==> src/hw/rtl/bia_pkg.sv <==
`default_nettype none
// ----------------------------------------------------------------------------
// bia_pkg
// Shared types, codes and helpers of the bitmap index allocator.
// ----------------------------------------------------------------------------
package bia_pkg;

   localparam int KIND_W      = 2;
   localparam int INDEX_W     = 16;
   localparam int STATUS_W    = 2;
   localparam int FIRST_W     = 15;
   localparam int COUNT_W     = 11;
   localparam int CSR_INDEX_W = 8;
   localparam int CSR_DATA_W  = 16;
   localparam int RSP_DATA_W  = 24;
   localparam int WORD_BITS   = 64;
   localparam int BIT_W       = 6;

   localparam logic [KIND_W-1:0] KIND_ALLOC = 2'd0;
   localparam logic [KIND_W-1:0] KIND_FREE  = 2'd1;
   localparam logic [KIND_W-1:0] KIND_QUERY = 2'd2;

   localparam logic [STATUS_W-1:0] STATUS_OK    = 2'd0;
   localparam logic [STATUS_W-1:0] STATUS_FULL  = 2'd1;
   localparam logic [STATUS_W-1:0] STATUS_RANGE = 2'd2;

   localparam logic [CSR_INDEX_W-1:0] CSR_FIRST_INDEX = 8'd0;
   localparam logic [CSR_INDEX_W-1:0] CSR_SLOT_COUNT  = 8'd1;

   localparam logic [FIRST_W-1:0] FIRST_RESET = 15'd0;
   localparam logic [COUNT_W-1:0] COUNT_RESET = 11'd1024;

   typedef enum logic [2:0] {
      ST_CLEAR,
      ST_IDLE,
      ST_MODIFY,
      ST_SCAN,
      ST_RESP
   } state_type;

   // Position of the lowest set bit of a map word.
   function automatic logic [BIT_W-1:0] lowest_set(input logic [WORD_BITS-1:0] v);
      logic [BIT_W-1:0] r;
      r = '0;
      for (int i = WORD_BITS - 1; i >= 0; i--) begin
         if (v[i]) begin
            r = BIT_W'(i);
         end
      end
      return r;
   endfunction

endpackage
`default_nettype wire

==> src/hw/rtl/bitmap_index_allocator.sv <==
`default_nettype none
// ----------------------------------------------------------------------------
// bitmap_index_allocator
// Next-fit index allocator over a configured range, kept as a used-bit map
// in 64-bit words with a next-free pointer.
// ----------------------------------------------------------------------------
//  channel  direction  handshake              payload
//  req      in         req_tvalid/req_tready  tuser: kind; tdata: index
//  rsp      out        rsp_tvalid/rsp_tready  tuser: status; tdata: granted, used
//  csr      in         csr_valid/csr_ready    csr_index, csr_wdata
//
// A free or a query reads its map word, then clears its bit (free) or reads it
// (query), and then forms its result; a beat that is out of range, finds the map
// full or has an unused kind goes straight to its result. An allocate needs no
// scan when the next free slot lies in the same map word; otherwise the single
// map read port scans one word per cycle. After reset and each register write a
// clearing pass writes one map word per cycle; a waiting result stalls the block.
// ----------------------------------------------------------------------------
module bitmap_index_allocator #(
   parameter int SLOTS = 1024
) (
   input  wire                                   clock,
   input  wire                                   reset,
   input  wire                                   csr_valid,
   output logic                                  csr_ready,
   input  wire  [bia_pkg::CSR_INDEX_W-1:0]       csr_index,
   input  wire  [bia_pkg::CSR_DATA_W-1:0]        csr_wdata,
   input  wire                                   req_tvalid,
   output logic                                  req_tready,
   input  wire  [bia_pkg::INDEX_W-1:0]           req_tdata,  // [15:0] index
   input  wire  [bia_pkg::KIND_W-1:0]            req_tuser,  // [1:0] kind
   output logic                                  rsp_tvalid,
   input  wire                                   rsp_tready,
   output logic [bia_pkg::RSP_DATA_W-1:0]        rsp_tdata,  // [15:0] granted_index,
                                                             // [16] is_used
   output logic [bia_pkg::STATUS_W-1:0]          rsp_tuser   // [1:0] status
);

   localparam int WORDS = (SLOTS + bia_pkg::WORD_BITS - 1) / bia_pkg::WORD_BITS;
   localparam int AW    = (WORDS > 1) ? $clog2(WORDS) : 1;
   localparam int FW    = AW + bia_pkg::BIT_W;
   localparam int CW    = FW + 1;
   localparam int BW    = bia_pkg::BIT_W;
   localparam int WB    = bia_pkg::WORD_BITS;

   bia_pkg::state_type state_ff, state_in;

   logic [bia_pkg::FIRST_W-1:0]  first_ff, first_in;
   logic [bia_pkg::COUNT_W-1:0]  count_ff, count_in;
   logic [AW-1:0]                clr_ff, clr_in;
   logic [FW-1:0]                nf_ff, nf_in;
   logic                         none_ff, none_in;
   logic                         pend_ff, pend_in;
   logic                         rsp_valid_ff, rsp_valid_in;

   logic [bia_pkg::KIND_W-1:0]   kind_ff, kind_in;
   logic [FW-1:0]                tgt_ff, tgt_in;
   logic [WB-1:0]                mod_ff, mod_in;
   logic [AW-1:0]                scan_ff, scan_in;
   logic [AW-1:0]                pend_addr_ff, pend_addr_in;
   logic [bia_pkg::STATUS_W-1:0] status_ff, status_in;
   logic [bia_pkg::INDEX_W-1:0]  granted_ff, granted_in;
   logic                         used_ff, used_in;
   logic [bia_pkg::STATUS_W-1:0] rsp_status_ff, rsp_status_in;
   logic [bia_pkg::INDEX_W-1:0]  rsp_granted_ff, rsp_granted_in;
   logic                         rsp_used_ff, rsp_used_in;

   logic                         wr_en;
   logic [AW-1:0]                wr_addr;
   logic [WB-1:0]                wr_data;
   logic [AW-1:0]                rd_addr;
   logic [WB-1:0]                rd_data;

   logic [CW-1:0]                n_c;
   logic [CW-1:0]                n_m1;
   logic [AW-1:0]                last_word;
   logic [BW-1:0]                last_bit;
   logic [bia_pkg::INDEX_W:0]    diff;
   logic                         in_range;
   logic [FW-1:0]                req_off;
   logic [FW-1:0]                nf_norm;
   logic [FW-1:0]                req_tgt;
   logic [AW-1:0]                tgt_word;
   logic [BW-1:0]                tgt_bit;
   logic [WB-1:0]                tgt_onehot;
   logic [WB-1:0]                set_word;
   logic [WB-1:0]                upper_free;
   logic [WB-1:0]                scan_free;
   logic [WB-1:0]                held_free;

   function automatic logic [WB-1:0] word_mask(input logic [AW-1:0] w,
                                               input logic [AW-1:0] lw,
                                               input logic [BW-1:0] lb);
      if (w == lw) begin
         return {WB{1'b1}} >> (~lb);
      end
      return {WB{1'b1}};
   endfunction

   function automatic logic [AW-1:0] next_word(input logic [AW-1:0] w,
                                               input logic [AW-1:0] lw);
      if (w == lw) begin
         return '0;
      end
      return w + AW'(1);
   endfunction

   bia_map_ram #(
      .WORDS (WORDS),
      .AW    (AW)
   ) u_map (
      .clock   (clock),
      .wr_en   (wr_en),
      .wr_addr (wr_addr),
      .wr_data (wr_data),
      .rd_addr (rd_addr),
      .rd_data (rd_data)
   );

   // Effective slot count: zero counts as one, large counts saturate.
   always_comb begin
      if (count_ff == '0) begin
         n_c = CW'(1);
      end else if (32'(count_ff) > 32'(SLOTS)) begin
         n_c = CW'(SLOTS);
      end else begin
         n_c = CW'(count_ff);
      end
   end

   assign n_m1      = n_c - CW'(1);
   assign last_word = n_m1[FW-1:BW];
   assign last_bit  = n_m1[BW-1:0];

   assign diff     = {1'b0, req_tdata} - {2'b00, first_ff};
   assign in_range = !diff[bia_pkg::INDEX_W] &&
                     (32'(diff[bia_pkg::INDEX_W-1:0]) < 32'(n_c));
   assign req_off  = FW'(diff[bia_pkg::INDEX_W-1:0]);
   assign nf_norm  = (32'(nf_ff) >= 32'(n_c)) ? '0 : nf_ff;
   assign req_tgt  = (req_tuser == bia_pkg::KIND_ALLOC) ? nf_norm : req_off;

   assign tgt_word   = tgt_ff[FW-1:BW];
   assign tgt_bit    = tgt_ff[BW-1:0];
   assign tgt_onehot = WB'(1) << tgt_bit;
   assign set_word   = rd_data | tgt_onehot;
   // Free slots above the one just granted, within the same word.
   assign upper_free = ~set_word & (({WB{1'b1}} << tgt_bit) << 1) &
                       word_mask(tgt_word, last_word, last_bit);
   assign scan_free  = ~rd_data & word_mask(pend_addr_ff, last_word, last_bit);
   assign held_free  = ~mod_ff & word_mask(tgt_word, last_word, last_bit);

   assign csr_ready  = 1'b1;
   assign req_tready = (state_ff == bia_pkg::ST_IDLE);
   assign rsp_tvalid = rsp_valid_ff;
   assign rsp_tuser  = rsp_status_ff;
   assign rsp_tdata  = {7'b0, rsp_used_ff, rsp_granted_ff};

   always_comb begin
      state_in       = state_ff;
      first_in       = first_ff;
      count_in       = count_ff;
      clr_in         = clr_ff;
      nf_in          = nf_ff;
      none_in        = none_ff;
      pend_in        = pend_ff;
      kind_in        = kind_ff;
      tgt_in         = tgt_ff;
      mod_in         = mod_ff;
      scan_in        = scan_ff;
      pend_addr_in   = pend_addr_ff;
      status_in      = status_ff;
      granted_in     = granted_ff;
      used_in        = used_ff;
      rsp_status_in  = rsp_status_ff;
      rsp_granted_in = rsp_granted_ff;
      rsp_used_in    = rsp_used_ff;
      rsp_valid_in   = rsp_valid_ff && !rsp_tready;
      wr_en          = 1'b0;
      wr_addr        = tgt_word;
      wr_data        = '0;
      rd_addr        = scan_ff;

      unique case (state_ff)
         bia_pkg::ST_CLEAR: begin
            wr_en   = 1'b1;
            wr_addr = clr_ff;
            if (clr_ff == AW'(WORDS - 1)) begin
               state_in = bia_pkg::ST_IDLE;
            end else begin
               clr_in = clr_ff + AW'(1);
            end
         end
         bia_pkg::ST_IDLE: begin
            rd_addr = req_tgt[FW-1:BW];
            if (req_tvalid) begin
               kind_in    = req_tuser;
               tgt_in     = req_tgt;
               nf_in      = nf_norm;
               status_in  = bia_pkg::STATUS_OK;
               granted_in = '0;
               used_in    = 1'b0;
               state_in   = bia_pkg::ST_RESP;
               case (req_tuser)
                  bia_pkg::KIND_ALLOC: begin
                     if (none_ff) begin
                        status_in = bia_pkg::STATUS_FULL;
                     end else begin
                        granted_in = bia_pkg::INDEX_W'(32'(first_ff) + 32'(nf_norm));
                        state_in   = bia_pkg::ST_MODIFY;
                     end
                  end
                  bia_pkg::KIND_FREE, bia_pkg::KIND_QUERY: begin
                     if (in_range) begin
                        state_in = bia_pkg::ST_MODIFY;
                     end else begin
                        status_in = bia_pkg::STATUS_RANGE;
                     end
                  end
                  default: begin
                  end
               endcase
            end
         end
         bia_pkg::ST_MODIFY: begin
            state_in = bia_pkg::ST_RESP;
            case (kind_ff)
               bia_pkg::KIND_QUERY: begin
                  used_in = rd_data[tgt_bit];
               end
               bia_pkg::KIND_FREE: begin
                  wr_en   = 1'b1;
                  wr_data = rd_data & ~tgt_onehot;
                  if ((tgt_ff < nf_ff) || none_ff) begin
                     nf_in   = tgt_ff;
                     none_in = 1'b0;
                  end
               end
               default: begin
                  wr_en   = 1'b1;
                  wr_data = set_word;
                  mod_in  = set_word;
                  if (|upper_free) begin
                     nf_in = {tgt_word, bia_pkg::lowest_set(upper_free)};
                  end else begin
                     pend_in  = 1'b0;
                     scan_in  = next_word(tgt_word, last_word);
                     state_in = bia_pkg::ST_SCAN;
                  end
               end
            endcase
         end
         bia_pkg::ST_SCAN: begin
            // Each cycle checks the word read last cycle and reads the next one.
            // The granted slot's own word is checked last, from the held copy.
            if (pend_ff && (|scan_free)) begin
               nf_in    = {pend_addr_ff, bia_pkg::lowest_set(scan_free)};
               state_in = bia_pkg::ST_RESP;
            end else if (scan_ff == tgt_word) begin
               if (|held_free) begin
                  nf_in = {tgt_word, bia_pkg::lowest_set(held_free)};
               end else begin
                  none_in = 1'b1;
               end
               state_in = bia_pkg::ST_RESP;
            end else begin
               pend_in      = 1'b1;
               pend_addr_in = scan_ff;
               scan_in      = next_word(scan_ff, last_word);
            end
         end
         bia_pkg::ST_RESP: begin
            if (!rsp_valid_ff || rsp_tready) begin
               rsp_valid_in   = 1'b1;
               rsp_status_in  = status_ff;
               rsp_granted_in = granted_ff;
               rsp_used_in    = used_ff;
               state_in       = bia_pkg::ST_IDLE;
            end
         end
         default: begin
            state_in = bia_pkg::ST_CLEAR;
         end
      endcase

      // A register write starts a new, empty range.
      if (csr_valid && ((csr_index == bia_pkg::CSR_FIRST_INDEX) ||
                        (csr_index == bia_pkg::CSR_SLOT_COUNT))) begin
         if (csr_index == bia_pkg::CSR_FIRST_INDEX) begin
            first_in = csr_wdata[bia_pkg::FIRST_W-1:0];
         end else begin
            count_in = csr_wdata[bia_pkg::COUNT_W-1:0];
         end
         clr_in   = '0;
         nf_in    = '0;
         none_in  = 1'b0;
         state_in = bia_pkg::ST_CLEAR;
      end
   end

   always_ff @(posedge clock) begin
      if (reset) begin
         state_ff     <= bia_pkg::ST_CLEAR;
         first_ff     <= bia_pkg::FIRST_RESET;
         count_ff     <= bia_pkg::COUNT_RESET;
         clr_ff       <= '0;
         nf_ff        <= '0;
         none_ff      <= 1'b0;
         pend_ff      <= 1'b0;
         rsp_valid_ff <= 1'b0;
      end else begin
         state_ff     <= state_in;
         first_ff     <= first_in;
         count_ff     <= count_in;
         clr_ff       <= clr_in;
         nf_ff        <= nf_in;
         none_ff      <= none_in;
         pend_ff      <= pend_in;
         rsp_valid_ff <= rsp_valid_in;
      end
   end

   always_ff @(posedge clock) begin
      kind_ff        <= kind_in;
      tgt_ff         <= tgt_in;
      mod_ff         <= mod_in;
      scan_ff        <= scan_in;
      pend_addr_ff   <= pend_addr_in;
      status_ff      <= status_in;
      granted_ff     <= granted_in;
      used_ff        <= used_in;
      rsp_status_ff  <= rsp_status_in;
      rsp_granted_ff <= rsp_granted_in;
      rsp_used_ff    <= rsp_used_in;
   end

endmodule
`default_nettype wire

==> src/hw/rtl/bia_map_ram.sv <==
`default_nettype none
// ----------------------------------------------------------------------------
// bia_map_ram
// Used-bit map storage: one write port, one read port, registered read data.
// ----------------------------------------------------------------------------
module bia_map_ram #(
   parameter int WORDS = 16,
   parameter int AW    = 4
) (
   input  wire                              clock,
   input  wire                              wr_en,
   input  wire  [AW-1:0]                    wr_addr,
   input  wire  [bia_pkg::WORD_BITS-1:0]    wr_data,
   input  wire  [AW-1:0]                    rd_addr,
   output logic [bia_pkg::WORD_BITS-1:0]    rd_data
);

   logic [bia_pkg::WORD_BITS-1:0] mem [WORDS];
   logic [bia_pkg::WORD_BITS-1:0] rd_data_ff;

   always_ff @(posedge clock) begin
      if (wr_en) begin
         mem[wr_addr] <= wr_data;
      end
      rd_data_ff <= mem[rd_addr];
   end

   assign rd_data = rd_data_ff;

endmodule
`default_nettype wire
==> config.mk <==
export PLATFORM = sky130hd
export DESIGN_NAME = bitmap_index_allocator
export DESIGN_NICKNAME = d
export VERILOG_FILES = /design/src/hw/rtl/bia_pkg.sv /design/src/hw/rtl/bitmap_index_allocator.sv /design/src/hw/rtl/bia_map_ram.sv
export SDC_FILE = /design/constraint.sdc
export NUM_CORES = 2
export LEC_CHECK = 0
export BUFFER_PORTS_ARGS = -buffer_cell sky130_fd_sc_hd__buf_2
export CORE_MARGIN = 2
export CORE_UTILIZATION = 55
export DETAILED_ROUTE_END_ITERATION = 12
export GPL_TIMING_DRIVEN = 1
export PLACE_DENSITY = 0.71
export SETUP_SLACK_MARGIN = 0.1
export SLEW_MARGIN = 20
export SYNTH_ARGS = -nofsm -noshare
export SYNTH_HDL_FRONTEND = slang
export SYNTH_SLANG_ARGS = --single-unit
==> constraint.sdc <==
create_clock -name clock -period 6.81 [get_ports clock]
set_input_delay 1.362 -clock clock [delete_from_list [all_inputs] [get_ports clock]]
set_output_delay 1.362 -clock clock [all_outputs]
set_load 0.05 [all_outputs]
==> run summary <==
Status: finished clean
Post-synth EDFFs: 1146
Skew final: 39.2 ps
Dpl hpwl: 128000 um
Cells after Synth: 4331
Worst Tran Pin Value: 1100 ps
Hold Worst Slack: 410 ps
First-pass GRT wire length: 279000 um
Setup Fix Bufs, Post-CTS: 0
CTS root buffer: clkbuf_16
Power per cell area: 239 mW/mm^2
Hold-fix buffers at CTS: 0
Sw Ratio: 20.6%
Sequential power share: 54.5%
Final setup violation count: 0
CP Max Fanout: 15
Hold Crit Class: reg -> reg
Sw Pwr: 3.23 mW
Pwr Total: 15.6 mW
Initial DRC count: 5584
Vias in the first global route: 38819
Combinational Power Share: 2.7%
H-Tree Level Count: 3
Vias/cell: 6.76
Placed cell area: 0.0615 mm^2
LEAKAGE: 22.7 nW
Total congestion overflow: 0
Post-detailed-route wirelength per cell: 32.6 um
Pins Over Slew Limit: 0
Relative max-transition margin: 26.7%
Syn avg cell area: 13.3 um^2
CP required: 7460 ps
Total GRT Usage: 36.3%
Sequential fraction of the synthesis area: 63.5%
Setup TNS: 0 ps
Post-route cell area: 0.0656 mm^2
CTS Buffer Depth: 3
Largest net degree at the start of global routing: 76
RSZ-0062 raised after global routing: true
Die Area: 0.107 mm^2
Via count: 40890
Final GP Congestion: 1.06
Worst hold start: granted_ff[3]
Final min period: 6460 ps
Max VDD drop: 266 uV
Peak Freq: 0.155 GHz
YS warnings: 0
Share of layout cells above drive strength 1: 15.3%
Initial antenna violation count: 4
Max cap viols: 0
Seq cells post-synth: 1256
Cts repair resizes: 0
Critical R2R Launch: count_ff[8]
Startpoint type of the worst setup path: flop
Chip height: 328 um
Total CTS buffers: 120
Starting Density: 55.6%
Ports: 76
Setup Crit Path Kind: reg -> reg
TritonCTS clock tree: done
Die width: 328 um
Endpoints failing hold: 0
Fin crit share: 94.9%
Clk slew on worst S/H paths: 70 ps
Nets: 4671
Worst EP arrival: 7110 ps
Clock power share: 42.8%
Crit end category: flop
Worst-Skew Late Latency: 740 ps
Row count: 118
Port Buffers: 66
Area grow syn2layout: 13.8%
Worst setup startpoint: count_ff[8]
DRT antenna net count: 0
Synth async-reset ratio: 0%
Synth Flop Type: edfxtp_1
DRC errors left: 0
Clk sinks: 1256
Int Power: 12.4 mW
Core footprint: 0.104 mm^2
Detailed Routing Iterations Pass 1: 6
Count of cell types in the netlist: 101
Synthesized cell area: 0.0576 mm^2
Final wirelength: 197000 um
synth_stat cells, types with 78 or more instances:
cell type | count | area, um^2
edfxtp_1 | 1146 | 34400
nor2_1 | 245 | 920
clkbuf_1 | 188 | 706
or4_1 | 78 | 586
inv_1 | 80 | 300
nand2_1 | 215 | 807
o21ai_0 | 126 | 631
a21oi_1 | 161 | 806
a31oi_1 | 93 | 582
o22ai_1 | 273 | 1710
mux2i_1 | 551 | 5520
dfxtp_1 | 110 | 2200
power by group through the flow:
stage               Sequential, mW  Clock [mW]  Combinational (mW)
floorplan                     8.68           0               0.235
global placement              8.69           0               0.401
detailed placement            8.70           0               0.410
CTS                           8.53        6.76               0.413
global route                  8.54        7.06               0.442
finish                        8.54        6.70               0.416
final cells by class:
class / count / area [um^2]
clock inverters: 55 / 579
clock buffers: 171 / 3400
multi-input cells: 2728 / 19900
fillers: 7850 / 38100
diodes: 5 / 12.5
inverters: 81 / 304
repair buffers: 371 / 3080
well taps: 1380 / 1730
flip-flops and latches: 1256 / 36600
per-layer routing:
| layer | global-route usage (%) | vias up | part of all wire (%) |
|---|---|---|---|
| met5 | 0 | - | 0 |
| met4 | 15.7 | 0 | 4.9 |
| met3 | 5.68 | 433 | 9.2 |
| met2 | 56.4 | 2412 | 45 |
| met1 | 51.1 | 20555 | 41 |
| li1 | - | 17490 | - |
worst max-delay path, cell delays in order, from the launching register on:
cell      delay (ps)
dfxtp_1          400
or4_1            590
nor4_1           260
o21a_1           290
inv_1            100
ha_1             380
buf_4            270
nand2b_1         140
mux2_2           330
a31oi_1          520
nand2_1          330
a31oi_1          380
nor4_1           100
buf_4            160
nand4b_1         100
buf_4            190
o41ai_4           90
buf_4            180
buf_4            160
nor2_1           500
nand4b_1         340
and3_1           250
a22oi_1          200
a31o_1           150
stage by stage:
step / std cells / utilization (%) / setup WS, ps
after global routing: 6042 / 63.3 / 98.1
after global placement: 5815 / 59.3 / 512
after floorplan: 4337 / - / 1470
after CTS: 6042 / 63.2 / 490
after detailed placement: 5816 / 59.4 / 523
final: 6047 / 63.3 / 348
cells by family after synthesis:
group	count (synthesis)	synth area share (%)
other	2	0.0130
and+or+nand+nor	971	8.75
xor gates and xnor gates	39	0.606
adders and majority gates	66	1.46
AOI/OAI and AO/OA	1061	12.4
DFF	1256	63.5
muxes	583	10.6
buffers and inverters	353	2.61
sequential cells by signal, summed over array words and instances (netlist names), 2 cells and up:
signal / count
first_ff: 15
u_map.mem: 1024
rsp_tuser: 2
tgt_ff: 10
count_ff: 11
pend_addr_ff: 4
state_ff: 3
kind_ff: 2
granted_ff: 16
u_map.rd_data: 64
mod_ff: 64
status_ff: 2
rsp_granted_ff: 16
scan_ff: 4
nf_ff: 10
clr_ff: 4
worst paths after layout:
path | to | slack, ps | cells past startpoint
min reg2reg | rsp_granted_ff[3] | 410 | 0
max reg2reg | nf_ff[3] | 350 | 23
max | nf_ff[3] | 350 | 23
min | rsp_granted_ff[3] | 410 | 0
placed cells by master (no fill, tap or decap), drive strengths merged, types with 38 or more instances in the layout:
master,instances
a21boi,55
a21o,41
a21oi,162
a31oi,93
and2,45
buf,371
clkbuf,171
dfxtp,110
edfxtp,1146
ha,64
inv,84
mux2i,551
nand2,216
nand2b,60
nand3,56
nor2,246
nor2b,39
nor3,52
nor4,38
o21ai,129
o22ai,273
or4,80
Note: power is estimated with default switching activity, not from simulation.
